===== config.mk =====
export PLATFORM = sky130hd
export DESIGN_NAME = lzpht_ctrl
export DESIGN_NICKNAME = d
export VERILOG_FILES = /design/src/rtl/lzpht_pkg.sv /design/src/rtl/lzpht_ctrl.sv
export SDC_FILE = /design/constraint.sdc
export NUM_CORES = 1
export LEC_CHECK = 0
export ABC_AREA = 1
export ABC_CLOCK_PERIOD_IN_PS = 800
export BUFFER_PORTS_ARGS = -buffer_cell sky130_fd_sc_hd__buf_4
export CORE_AREA = 2 2 39 41
export CTS_CLUSTER_DIAMETER = 200
export DETAILED_ROUTE_END_ITERATION = 8
export DIE_AREA = 0 0 41 43
export PLACE_DENSITY_LB_ADDON = 0.15
export SLEW_MARGIN = 20
export SYNTH_ARGS = -nofsm -noshare
export SYNTH_HDL_FRONTEND = slang
export SYNTH_SLANG_ARGS = --single-unit

===== constraint.sdc =====
create_clock -name clk -period 0.8 [get_ports clk]
set_input_delay 0.04 -clock clk [delete_from_list [all_inputs] [get_ports clk]]
set_output_delay 0.04 -clock clk [all_outputs]
set_load 0.05 [all_outputs]

===== src/rtl/lzpht_pkg.sv =====
// Shared types and codes for the LZ phrase height tracker.
// No dependencies; used by lzpht_ctrl, lzpht_dp and the core top level.
package lzpht_pkg;

  // Result status codes
  localparam logic [1:0] ST_OK   = 2'd0;
  localparam logic [1:0] ST_SRC  = 2'd1;
  localparam logic [1:0] ST_LONG = 2'd2;
  localparam logic [1:0] ST_FULL = 2'd3;

  // Controller -> datapath commands
  typedef struct packed {
    logic load;  // latch phrase, run checks
    logic adv;   // emit one copied character
    logic lit;   // emit trailing literal, close phrase
    logic err;   // emit error result, close phrase
  } cmd_t;

  // Datapath -> controller status
  typedef struct packed {
    logic st_ok;
    logic is_lit;
    logic last_copy;
    logic out_free;
  } sts_t;

endpackage


===== src/rtl/lzpht_ctrl.sv =====
// Phrase sequencer for the LZ phrase height tracker.
// Depends on lzpht_pkg (cmd_t, sts_t).
module lzpht_ctrl (
  input  logic              clk,
  input  logic              rst_n,
  input  logic              in_valid,
  output logic              in_ready,
  input  lzpht_pkg::sts_t   sts,
  output lzpht_pkg::cmd_t   cmd
);

  typedef enum logic [2:0] {
    S_IDLE,
    S_DECIDE,
    S_RUN,
    S_LIT,
    S_ERR
  } state_t;

  state_t state_r, state_nxt;
  logic   in_ready_r;

  always_comb begin
    cmd       = '0;
    state_nxt = state_r;
    case (state_r)
      S_IDLE: begin
        if (in_valid && in_ready_r) begin
          cmd.load  = 1'b1;
          state_nxt = S_DECIDE;
        end
      end
      S_DECIDE: begin
        // first source read is in flight this cycle
        if (!sts.st_ok) begin
          state_nxt = S_ERR;
        end else if (sts.is_lit) begin
          state_nxt = S_LIT;
        end else begin
          state_nxt = S_RUN;
        end
      end
      S_RUN: begin
        if (sts.out_free) begin
          cmd.adv = 1'b1;
          if (sts.last_copy) begin
            state_nxt = S_LIT;
          end
        end
      end
      S_LIT: begin
        if (sts.out_free) begin
          cmd.lit   = 1'b1;
          state_nxt = S_IDLE;
        end
      end
      S_ERR: begin
        if (sts.out_free) begin
          cmd.err   = 1'b1;
          state_nxt = S_IDLE;
        end
      end
      default: begin
        state_nxt = S_IDLE;
      end
    endcase
  end

  always_ff @(posedge clk) begin
    if (!rst_n) begin
      state_r    <= S_IDLE;
      in_ready_r <= 1'b0;
    end else begin
      state_r    <= state_nxt;
      in_ready_r <= (state_nxt == S_IDLE);
    end
  end

  assign in_ready = in_ready_r;

  a_adv_needs_room: assert property (@(posedge clk) disable iff (!rst_n)
    (cmd.adv || cmd.lit || cmd.err) |-> sts.out_free)
    else $error("result issued while output register busy");

  a_close_to_idle: assert property (@(posedge clk) disable iff (!rst_n)
    (cmd.lit || cmd.err) |=> in_ready)
    else $error("phrase closed but input not reopened");

  a_ready_when_idle: assert property (@(posedge clk) disable iff (!rst_n)
    in_ready |-> (state_r == S_IDLE))
    else $error("input open outside idle");

endmodule


==> metrics.cfg <==
[worst_setup_path]
start_kind=flop
cp_max_fo=7
critical_path_class=flop to primary output
end_kind=primary output
r2r_setup_slack_ns=-0.31
worstPathArrival_ns=1.09
required_ns=0.76
r2r-start=state_r[0]$_SDFF_PN0_
r2r_end=in_ready$_SDFF_PN0_
r2r_cells=8
worstSetupStartpoint=state_r[2]$_SDFF_PN0_

[global_routing]
overflow=0
grtUsageTotal_pct=10.4
first_global_vias=327
antenna_found_initial=0
grt_max_degree=8
grt_pass1_wl_um=1240

[clocking]
clk_latency_ns=0.23
clock_sinks=4
cts_hold_buffers=0
numCtsBuffers=3
cts_root_buf=clkbuf_4
h-tree-depth=1
clk_pin_slew_ns=0.04
cts_buffer_depth=2
cts_tree=done

[floorplanning]
die_area_um2=1760
die_x_um=41
die_height_um=43
row_count=14
core_um2=1380
initial_core_util_pct=19.0
io_pins=12

[yosys]
syn_inst=41
yosysUniqueCellTypes=13
postSynthAreaPerCell_um2=6.41
ys_ff_latch=4
syn-num-nets=48
ys_seq_area_share_pct=30.5
syn_area_um2=263
yosysWarnings=0

[place]
dp.cells=73
place.gp.congestion=0.670
dpl.hpwl_um=543
port_buffers=11
place_area_um2=459
pre_cts_slack_ns=-0.188

[pwr]
power.leakage_uw=0.000271
power_density_nw_per_um2=1390
vdd_drop_max_uv=717

[route]
drt_pass1_iterations=2
wl_um=774
ant_nets=0
drtIter0Drc=2
wl_per_cell_um=9.21
vias_per_cell=4.13
via_count=347
drc=0

[timing]
maxSlewViolCount=0
rsz0062_at_grt=yes
min_period_ns=1.13
setup_viol=8
slew_headroom_pct=83.8
period_share_pct=141
max_freq_mhz=884
final_hold_viol_count=0
totalNegativeSetupSlack_ns=-2.08
worstMarginPinSlew_ns=0.243
setup_ws_ns=-0.332
skew_ns=0.00310

[layout]
diodes=0
final_cells=84
layout_common_cells=buf_4 (15), nand2_1 (7), buf_6 (7)
mostFrequentLayoutCell=buf_4
final_nets=76
syn_to_final_growth_pct=124
fill_cells=144
fin_util_pct=42.6
drive_above_1_share_pct=67.6
seq_area_um2=92.6
final_cell_area_um2=589
multiInputGateArea_um2=213

[worst_hold_path]
hp-start=rst_n
hold_class=input pin to flop
min_path_cells=3
min_to=state_r[2]$_SDFF_PN0_

[outcome]
violations=negative setup slack
status=finished, violations left

[run]
cap_violations=0

==> worst max path at each step <==
stage | to | slack (ns) | cells after the start
2_1_floorplan | in_ready$_SDFF_PN0_ | -0.31 | 6
3_3_place_gp | state_r[0]$_SDFF_PN0_ | -0.19 | 5
3_5_place_dp | state_r[0]$_SDFF_PN0_ | -0.19 | 5
4_1_cts | cmd[1] | -0.33 | 4
5_1_grt | in_ready$_SDFF_PN0_ | -0.42 | 8
6_report | cmd[1] | -0.33 | 4
==> cell usage after synthesis <==
| cell | n | area, µm² |
|---|---|---|
| nand3_1 | 2 | 10.0 |
| nand4_1 | 3 | 18.8 |
| nor2_2 | 3 | 18.8 |
| nand3_2 | 2 | 20.0 |
| inv_2 | 2 | 7.51 |
| nor3_2 | 1 | 10.0 |
| nor3_1 | 1 | 5.00 |
| a21oi_1 | 3 | 15.0 |
| nor2_1 | 6 | 22.5 |
| nand2_1 | 8 | 30.0 |
| dfxtp_1 | 4 | 80.1 |
| inv_1 | 5 | 18.8 |
| nor4_1 | 1 | 6.26 |
==> report_power, final <==
group | internal, µW | switching [µW]
sequential | 219 | 23.2
combinational | 146 | 166
clock | 187 | 80.5
total | 552 | 269
==> cell type report <==
cell class | instances | area share (%)
Timing Repair Buffer | 23 | 35.0
Tap cell | 16 | 3.40
Inverter | 7 | 5.31
Clock buffer | 4 | 4.46
Sequential cell | 4 | 15.7
Multi-Input combinational cell | 30 | 36.1
==> logic make-up (layout without fill, tap and decap cells) <==
kind of cell / count (synthesis) / after routing / share of synthesized area [%]
and+or+nand+nor: 27 / 27 / 53.8
buffers and inverters: 7 / 34 / 10.0
DFF: 4 / 4 / 30.5
AOI/OAI and AO/OA: 3 / 3 / 5.71
==> metrics by stage <==
stage	power [µW]	hold WS, ns
6_report	821	0.0863
5_1_grt	872	0.105
4_1_cts	817	0.0691
3_5_place_dp	486	0.314
3_3_place_gp	486	0.310
2_1_floorplan	400	0.200
==> worst max-delay path, stage by stage (launching register included) <==
cell and delay, ns:
dfxtp_2 0.32, inv_4 0.10, nand2_2 0.09, nor3_4 0.17, buf_6 0.17
==> what timing repair did <==
item                                   4_1_cts  5_1_grt
pin swaps                                    5        5
endpoints found under the hold margin        0        0
setup endpoints to repair                    8        9
gates resized for setup                      9        5
setup buffers                                7        0
==> flip-flops by register name, indices dropped and copies added, names as in the netlist <==
name / flops
in_ready: 1
state_r: 3
==> routing by layer <==
metal	vias up	part of all wire (%)	GRT usage (%)
li1	188	-	-
met1	153	45	12.6
met2	6	51	15.3
met3	0	4.0	1.57
met4	0	0	8.00
met5	-	0	0
(Power assumes the default switching activity.)
